$ cat src/hw/rtl/qoi_pkg.sv
// Shared types and constants for the QOI pixel encoder.
package qoi_pkg;

    typedef struct packed {
        logic [7:0] alpha;
        logic [7:0] blue;
        logic [7:0] green;
        logic [7:0] red;
    } pixel_t;

    localparam pixel_t PIXEL_RESET = '{alpha: 8'hff, blue: 8'h00, green: 8'h00, red: 8'h00};

    localparam logic [7:0] OP_INDEX = 8'h00;
    localparam logic [7:0] OP_DIFF  = 8'h40;
    localparam logic [7:0] OP_LUMA  = 8'h80;
    localparam logic [7:0] OP_RUN   = 8'hc0;
    localparam logic [7:0] OP_RGB   = 8'hfe;
    localparam logic [7:0] OP_RGBA  = 8'hff;

    localparam logic [5:0] RUN_CAP  = 6'd62;

    localparam logic [7:0] PAD_BYTE = 8'h00;
    localparam logic [7:0] PAD_LAST = 8'h01;

    // byte buffer layout: run byte, up to five op bytes, eight padding bytes
    localparam int         NUM_SLOTS     = 14;
    localparam int         SLOT_RUN      = 0;
    localparam int         SLOT_OP       = 1;
    localparam int         NUM_OP        = 5;
    localparam int         SLOT_PAD      = 6;
    localparam logic [3:0] SLOT_PAD_LAST = 4'd13;

endpackage

$ cat src/hw/rtl/qoi_ram.sv
// Generic single-write, single-read RAM with registered read data.
module qoi_ram #(
    parameter int WIDTH = 32,
    parameter int DEPTH = 64
) (
    input  logic                     clk,
    input  logic                     we,
    input  logic [$clog2(DEPTH)-1:0] waddr,
    input  logic [WIDTH-1:0]         wdata,
    input  logic                     re,
    input  logic [$clog2(DEPTH)-1:0] raddr,
    output logic [WIDTH-1:0]         rdata
);

    logic [WIDTH-1:0] mem_reg [DEPTH];
    logic [WIDTH-1:0] rdata_reg;

    always_ff @(posedge clk)
    begin
        if (we)
        begin
            mem_reg[waddr] <= wdata;
        end
        if (re)
        begin
            rdata_reg <= mem_reg[raddr];
        end
    end

    assign rdata = rdata_reg;

endmodule

$ cat src/hw/rtl/qoi_pixel_encoder_top.sv
// QOI pixel encoder: pixel register, combinational op encode, byte buffer drained one word
// a cycle while m_tready is high. One pixel per cycle while each pixel yields at most one
// byte and m_tready is high; a pixel that yields more holds the encode stage until its last
// byte is on the single-byte output port. Reset: clears handshake state, run counter,
// previous pixel and the index valid bits; index RAM contents are masked by the valid bits,
// no clearing pass. A final pixel clears all of these except the handshake state.
module qoi_pixel_encoder_top #(
    parameter int INDEX_ENTRIES = 64
) (
    input  logic        clk,
    input  logic        rst_n,
    input  logic        s_tvalid,
    output logic        s_tready,
    input  logic [31:0] s_tdata,   // red[7:0], green[15:8], blue[23:16], alpha[31:24]
    input  logic        s_tlast,   // final_pixel
    output logic        m_tvalid,
    input  logic        m_tready,
    output logic [7:0]  m_tdata,   // code_byte[7:0]
    output logic        m_tlast,   // run_end
    output logic        m_tuser    // image_end[0]
);

    localparam int IDX_W = $clog2(INDEX_ENTRIES);

    qoi_pkg::pixel_t in_px;
    logic [11:0]     hash_sum;
    logic [IDX_W-1:0] in_slot;
    logic            accept;
    logic            fire;

    logic              s1_valid_reg, s1_valid_next;
    qoi_pkg::pixel_t   s1_px_reg;
    logic              s1_last_reg;
    logic [IDX_W-1:0]  s1_slot_reg;

    qoi_pkg::pixel_t   prev_reg, prev_next;
    logic [5:0]        run_reg, run_next;
    logic [INDEX_ENTRIES-1:0] valid_reg, valid_next;

    logic              byp_valid_reg, byp_valid_next;
    logic [IDX_W-1:0]  byp_slot_reg;
    qoi_pkg::pixel_t   byp_data_reg;

    logic [31:0]       ram_rdata;
    qoi_pkg::pixel_t   entry;

    logic [qoi_pkg::NUM_SLOTS-1:0] mask_reg, mask_next, new_mask;
    logic [7:0]        run_byte_reg, new_run_byte;
    logic [7:0]        op_reg [qoi_pkg::NUM_OP];
    logic [7:0]        new_op [qoi_pkg::NUM_OP];
    logic              wr_en;

    logic              same, hit;
    logic [5:0]        run_inc;
    logic [7:0]        dr, dg, db, vgr, vgb;
    logic [7:0]        dr_b, dg_b, db_b, dg_b32, vgr_b, vgb_b;
    logic              is_diff, is_luma;

    logic [7:0]        slot_bytes [qoi_pkg::NUM_SLOTS];
    logic [3:0]        ptr;
    logic              single;
    logic              out_hs;

    // pixel input side and index read
    assign in_px    = qoi_pkg::pixel_t'(s_tdata);
    assign hash_sum = 12'(in_px.red) * 12'd3 + 12'(in_px.green) * 12'd5
                    + 12'(in_px.blue) * 12'd7 + 12'(in_px.alpha) * 12'd11;
    assign in_slot  = hash_sum[IDX_W-1:0];

    assign out_hs   = m_tvalid && m_tready;
    assign single   = (mask_reg & (mask_reg - 1'b1)) == '0;
    assign fire     = s1_valid_reg && ((mask_reg == '0) || (out_hs && single));
    assign s_tready = !s1_valid_reg || fire;
    assign accept   = s_tvalid && s_tready;

    qoi_ram #(
        .WIDTH (32),
        .DEPTH (INDEX_ENTRIES)
    ) u_index (
        .clk   (clk),
        .we    (fire && wr_en),
        .waddr (s1_slot_reg),
        .wdata (s1_px_reg),
        .re    (accept),
        .raddr (in_slot),
        .rdata (ram_rdata)
    );

    // encode stage
    always_comb
    begin
        if (byp_valid_reg && (byp_slot_reg == s1_slot_reg))
        begin
            entry = byp_data_reg;
        end
        else if (valid_reg[s1_slot_reg])
        begin
            entry = qoi_pkg::pixel_t'(ram_rdata);
        end
        else
        begin
            entry = '0;
        end

        same    = s1_px_reg == prev_reg;
        hit     = entry == s1_px_reg;
        run_inc = run_reg + 6'd1;

        dr  = s1_px_reg.red - prev_reg.red;
        dg  = s1_px_reg.green - prev_reg.green;
        db  = s1_px_reg.blue - prev_reg.blue;
        vgr = dr - dg;
        vgb = db - dg;

        dr_b   = dr + 8'd2;
        dg_b   = dg + 8'd2;
        db_b   = db + 8'd2;
        dg_b32 = dg + 8'd32;
        vgr_b  = vgr + 8'd8;
        vgb_b  = vgb + 8'd8;

        is_diff = ($signed(dr) > -8'sd3) && ($signed(dr) < 8'sd2)
               && ($signed(dg) > -8'sd3) && ($signed(dg) < 8'sd2)
               && ($signed(db) > -8'sd3) && ($signed(db) < 8'sd2);
        is_luma = ($signed(vgr) > -8'sd9) && ($signed(vgr) < 8'sd8)
               && ($signed(dg) > -8'sd33) && ($signed(dg) < 8'sd32)
               && ($signed(vgb) > -8'sd9) && ($signed(vgb) < 8'sd8);

        new_mask     = '0;
        new_run_byte = qoi_pkg::OP_RUN | {2'b00, run_reg};
        for (int i = 0; i < qoi_pkg::NUM_OP; i++)
        begin
            new_op[i] = '0;
        end
        wr_en    = 1'b0;
        run_next = run_reg;

        if (same)
        begin
            run_next = run_inc;
            if ((run_inc == qoi_pkg::RUN_CAP) || s1_last_reg)
            begin
                new_mask[qoi_pkg::SLOT_RUN] = 1'b1;
                run_next = '0;
            end
        end
        else
        begin
            run_next = '0;
            if (run_reg != '0)
            begin
                new_mask[qoi_pkg::SLOT_RUN] = 1'b1;
                new_run_byte = qoi_pkg::OP_RUN | {2'b00, run_reg - 6'd1};
            end
            if (hit)
            begin
                new_op[0] = qoi_pkg::OP_INDEX | 8'(s1_slot_reg);
                new_mask[qoi_pkg::SLOT_OP] = 1'b1;
            end
            else
            begin
                wr_en = 1'b1;
                if (s1_px_reg.alpha == prev_reg.alpha)
                begin
                    if (is_diff)
                    begin
                        new_op[0] = qoi_pkg::OP_DIFF | {2'b00, dr_b[1:0], dg_b[1:0], db_b[1:0]};
                        new_mask[qoi_pkg::SLOT_OP] = 1'b1;
                    end
                    else if (is_luma)
                    begin
                        new_op[0] = qoi_pkg::OP_LUMA | {2'b00, dg_b32[5:0]};
                        new_op[1] = {vgr_b[3:0], vgb_b[3:0]};
                        new_mask[qoi_pkg::SLOT_OP +: 2] = '1;
                    end
                    else
                    begin
                        new_op[0] = qoi_pkg::OP_RGB;
                        new_op[1] = s1_px_reg.red;
                        new_op[2] = s1_px_reg.green;
                        new_op[3] = s1_px_reg.blue;
                        new_mask[qoi_pkg::SLOT_OP +: 4] = '1;
                    end
                end
                else
                begin
                    new_op[0] = qoi_pkg::OP_RGBA;
                    new_op[1] = s1_px_reg.red;
                    new_op[2] = s1_px_reg.green;
                    new_op[3] = s1_px_reg.blue;
                    new_op[4] = s1_px_reg.alpha;
                    new_mask[qoi_pkg::SLOT_OP +: 5] = '1;
                end
            end
        end

        if (s1_last_reg)
        begin
            new_mask[qoi_pkg::SLOT_PAD +: 8] = '1;
        end
    end

    // state updates
    always_comb
    begin
        s1_valid_next  = s1_valid_reg;
        prev_next      = prev_reg;
        valid_next     = valid_reg;
        byp_valid_next = byp_valid_reg;
        mask_next      = mask_reg;

        if (out_hs)
        begin
            mask_next = mask_reg & (mask_reg - 1'b1);
        end

        if (fire)
        begin
            s1_valid_next = 1'b0;
            mask_next     = new_mask;
            if (s1_last_reg)
            begin
                prev_next  = qoi_pkg::PIXEL_RESET;
                valid_next = '0;
            end
            else
            begin
                prev_next = s1_px_reg;
                if (wr_en)
                begin
                    valid_next[s1_slot_reg] = 1'b1;
                end
            end
        end

        if (accept)
        begin
            s1_valid_next  = 1'b1;
            byp_valid_next = fire && wr_en && !s1_last_reg;
        end
    end

    always_ff @(posedge clk or negedge rst_n)
    begin
        if (!rst_n)
        begin
            s1_valid_reg  <= 1'b0;
            prev_reg      <= qoi_pkg::PIXEL_RESET;
            run_reg       <= '0;
            valid_reg     <= '0;
            byp_valid_reg <= 1'b0;
            mask_reg      <= '0;
        end
        else
        begin
            s1_valid_reg  <= s1_valid_next;
            prev_reg      <= prev_next;
            valid_reg     <= valid_next;
            byp_valid_reg <= byp_valid_next;
            mask_reg      <= mask_next;
            if (fire)
            begin
                run_reg <= s1_last_reg ? 6'd0 : run_next;
            end
        end
    end

    always_ff @(posedge clk)
    begin
        if (accept)
        begin
            s1_px_reg    <= in_px;
            s1_last_reg  <= s_tlast;
            s1_slot_reg  <= in_slot;
            byp_slot_reg <= s1_slot_reg;
            byp_data_reg <= s1_px_reg;
        end
        if (fire)
        begin
            run_byte_reg <= new_run_byte;
            for (int i = 0; i < qoi_pkg::NUM_OP; i++)
            begin
                op_reg[i] <= new_op[i];
            end
        end
    end

    // output side: lowest pending slot goes out first
    always_comb
    begin
        slot_bytes[qoi_pkg::SLOT_RUN] = run_byte_reg;
        for (int i = 0; i < qoi_pkg::NUM_OP; i++)
        begin
            slot_bytes[qoi_pkg::SLOT_OP + i] = op_reg[i];
        end
        for (int i = qoi_pkg::SLOT_PAD; i < qoi_pkg::NUM_SLOTS - 1; i++)
        begin
            slot_bytes[i] = qoi_pkg::PAD_BYTE;
        end
        slot_bytes[qoi_pkg::NUM_SLOTS - 1] = qoi_pkg::PAD_LAST;

        ptr = '0;
        for (int i = qoi_pkg::NUM_SLOTS - 1; i >= 0; i--)
        begin
            if (mask_reg[i])
            begin
                ptr = 4'(i);
            end
        end
    end

    assign m_tvalid = mask_reg != '0;
    assign m_tdata  = slot_bytes[ptr];
    assign m_tlast  = single;
    assign m_tuser  = ptr == qoi_pkg::SLOT_PAD_LAST;

    // checks
    a_end_is_last: assert property (@(posedge clk) disable iff (!rst_n)
        m_tvalid && m_tuser |-> m_tlast)
        else $error("image end without word end");

    a_run_cap: assert property (@(posedge clk) disable iff (!rst_n)
        run_reg <= qoi_pkg::RUN_CAP)
        else $error("run counter over cap");

    a_final_clear: assert property (@(posedge clk) disable iff (!rst_n)
        fire && s1_last_reg |=> (valid_reg == '0) && (run_reg == '0)
                                && (prev_reg == qoi_pkg::PIXEL_RESET))
        else $error("image state not cleared after final pixel");

    a_ready_when_empty: assert property (@(posedge clk) disable iff (!rst_n)
        !s1_valid_reg |-> s_tready)
        else $error("input stalled with empty encode stage");

endmodule

$ cat config.mk
export PLATFORM = sky130hd
export DESIGN_NAME = qoi_pixel_encoder_top
export DESIGN_NICKNAME = d
export VERILOG_FILES = /design/src/hw/rtl/qoi_pkg.sv /design/src/hw/rtl/qoi_ram.sv /design/src/hw/rtl/qoi_pixel_encoder_top.sv
export SDC_FILE = /design/constraint.sdc
export NUM_CORES = 2
export LEC_CHECK = 0
export BUFFER_PORTS_ARGS = -buffer_cell sky130_fd_sc_hd__buf_2
export CELL_PAD_IN_SITES_DETAIL_PLACEMENT = 1
export CELL_PAD_IN_SITES_GLOBAL_PLACEMENT = 2
export CORE_MARGIN = 10
export CORE_UTILIZATION = 54
export CTS_CLUSTER_DIAMETER = 100
export DETAILED_ROUTE_END_ITERATION = 8
export GPL_TIMING_DRIVEN = 1
export PLACE_DENSITY_LB_ADDON = 0.1
export SETUP_SLACK_MARGIN = 0.4
export SYNTH_ARGS = -nofsm -noshare
export SYNTH_HDL_FRONTEND = slang
export SYNTH_HIERARCHICAL = 1
export SYNTH_SLANG_ARGS = --single-unit
$ cat constraint.sdc
create_clock -name clk -period 16.9 [get_ports clk]
set_input_delay 0.845 -clock clk [delete_from_list [all_inputs] [get_ports clk]]
set_output_delay 0.845 -clock clk [all_outputs]
set_load 0.02 [all_outputs]
==> summary.txt <==
CTS
  • Clock buffer depth: 3
  • Reg clk slew, reported paths: roughly 60 ps
  • Num CTS Buffers: 228
  • Worst-Skew Late Latency: 870 ps
  • Clock Sinks: roughly 2300
  • CTS root buf: clkbuf_16
  • Post-CTS Setup Inserts: 0
  • H-tree depth: 4
  • TritonCTS clock tree: done
  • Hold_buf cts: 0
  • Cts repair resizes: 0

Yosys
  • Primary FF master, synth: edfxtp_1
  • Area contributors post-synth: edfxtp_1 (71%), mux4_2 (13%), dfrtp_1 (3.0%)
  • Most frequent cells after synthesis: edfxtp_1 (2203), mux4_2 (558), nor2_1 (208)
  • Async S/R FF share, synth: 0.0508
  • Post-Syn Nets: 4835
  • Sequential area share after synthesis: 0.742
  • Cells after Synth: 4716
  • Avg Inst Size Synth: 19.7 um^2
  • Yosys cell types: 88
  • Yosys reg bits: about 2300
  • Post-Syn Area: 93100 um^2
  • EDFF count, synth: between 2000 and 2500
  • Largest area contributor in the netlist: edfxtp_1
  • Top-count cell post-synth: edfxtp_1
  • Synth top area share: 0.710
  • Synth warnings: 6

Place
  • Dpl cells: between 6000 and 7000
  • PortBufs: 48
  • DP Area: between 90000 and 100000 um^2
  • GPL Wtd Cong: 0.854
  • Hpwl dp: ~160000 um

Timing
  • TNS Setup: 0 ps
  • RSZ-0062 raised after global routing: false
  • Worst Max-Slew Pin Slew: 1360 ps
  • # setup viols final: 0
  • Slew Limit Fails: 0
  • Peak Freq: ~140 MHz
  • Worst slew margin relative to its limit: 0.0858
  • Setup Skew: 38.3 ps
  • Minimum clock period: 7360 ps
  • Final Cycle Share: 0.436
  • Hold Fails Final Rpt: 0

Global route
  • Initial antenna violation count: 16
  • Gr ovfl total: 0
  • Largest net degree at the start of global routing: roughly 130
  • Vias in the first global route: approximately 50000
  • Gr usage total: 0.283
  • First-pass GRT wire length: 384000 um

Floorplanning
  • Die Footprint: about 190000 um^2
  • Die X: roughly 440 um
  • Core Footprint: 172000 um^2
  • I/O Pins: 49
  • Height of the die: 435 um
  • Initial Util: 0.543
  • Site row count: roughly 150

Critical path
  • CP cell instances: buf_2 -> fa_1 -> ha_1 -> inv_1 -> fa_1 -> inv_1 -> fa_1 -> inv_1 -> fa_1 -> inv_1 -> ha_4 -> buf_12 -> buf_4 -> nand2b_1 -> o22ai_1 -> nor3_1 -> a31oi_1 -> nor2_1
  • Largest delay share family, worst path: adder cells
  • Register-to-Register Path Depth: 14
  • Crit path buf inv count: 7
  • Setup crit start kind: input port
  • Worst endpoint required time: about 17000 ps
  • Crit path DAT: 7920 ps
  • Critical path depth: 18
  • CP Capture Type: register
  • Setup CP Type: input port to register
  • Max incr delay on CP: 1010 ps
  • Slowest CP cell: a31oi_1
  • Crit-path max FO: 104

Layout
  • Register area: 69100 um^2
  • P&R area growth vs syn: 12.0%
  • Fin area: 104000 um^2
  • Largest register FFs: slightly above 2000
  • Nets: 5035
  • Final Non-Filler Cells: 7423
  • Fill cell count: 14300
  • Multi-input logic area: 22900 um^2
  • Share of post-route cells with drive strength above 1: 0.237

Routing
  • DRC errors left: 0
  • Post-DRT Antenna Nets: 0
  • Detailed Route WL: 270000 um
  • Post-DR wirelength/cell: 36.3 um
  • Via Count: between 40000 and 50000
  • Iter 0 DRT Violations: 6447
  • Vias per cell: 6.60
  • Pre-antenna DRT Iters: 5

Worst hold path
  • Min-Delay Path Class: input port to asynchronous set/reset pin

Run
  • Max-cap violations: 0

Run status
  • Status: complete, no violations
[worst register-to-register path: cells and delay by family (launching register included)]
kind,cells,cell delay (ps)
mux,1,240
buf+inv,4,1810
simple gates,5,2850
compound gates,4,980
flops,1,330
[layout by cell type, fill, tap and decap left out, drive strengths merged, types with 35 or more instances in the layout]
cell type  synthesis  final
o221ai            35     35
nor2             208    208
inv              122    124
mux4             558    558
nand2            201    201
ha                54     54
clkbuf           121    280
clkinv             1    106
a21oi             99     99
nor3              53     53
edfxtp          2203   2203
dfrtp            110    110
mux2i            121    121
o21ai            107    107
o22ai            108    108
buf              121    212
xnor2             48     48
o31ai             39     39
[layout make-up]
type / instances / area share
inverters: 123 / 0.00450
well taps: 2310 / 0.0277
clock inverters: 138 / 0.0122
diodes: 9 / 0.000216
multi-input cells: 2030 / 0.220
clock buffers: 280 / 0.0581
flip-flops and latches: 2321 / 0.663
repair buffers: 212 / 0.0148
[routing by layer]
metal,up-vias,track usage,part of all wire
li1,19800,-,-
met1,26400,0.389,0.39
met2,2378,0.457,0.49
met3,453,0.0514,0.084
met4,0,0.103,0.039
met5,-,0,0
[through the flow]
stage          utilization  hold WS (ps)  worst slack [ps]
6_report             0.608          40.5              9540
4_1_cts              0.608          16.4              9700
5_1_grt              0.608          62.6              9320
3_5_place_dp         0.565           459              8750
3_3_place_gp         0.565           454              8770
2_1_floorplan            -           441             11060
[path summary, 6_finish.rpt]
path / start / slack [ps] / endpoint
worst max-delay path: s_tdata[16] / 9540 / u_index/rdata[18]$_DFFE_PP_
worst min-delay path: rst_n / 40 / run_reg[2]$_DFFE_PN0P_
worst max register to register: s1_slot_reg[1]$_DFFE_PP_ / 10310 / u_index/mem_reg[31][18]$_DFFE_PP_
worst min register to register: valid_reg[55]$_DFFE_PN0P_ / 470 / valid_reg[55]$_DFFE_PN0P_
max in group asynchronous: rst_n / 15390 / valid_reg[52]$_DFFE_PN0P_
min in group clk: s_tdata[14] / 160 / s1_px_reg[14]$_DFFE_PP_
[kinds of logic after synthesis]
family / Yosys count / share of synthesized area
XOR/XNOR: 74 / 0.00728
AO/OA/AOI/OAI: 535 / 0.0384
AND/OR/NAND/NOR: 651 / 0.0326
adder cells (fa/ha/maj): 84 / 0.0135
multiplexers: 686 / 0.149
buffers and inverters: 365 / 0.0172
flip-flops: 2321 / 0.742
Power is not shown: default switching activity piles up to over one toggle a cycle in this logic, so the estimate is an artifact.
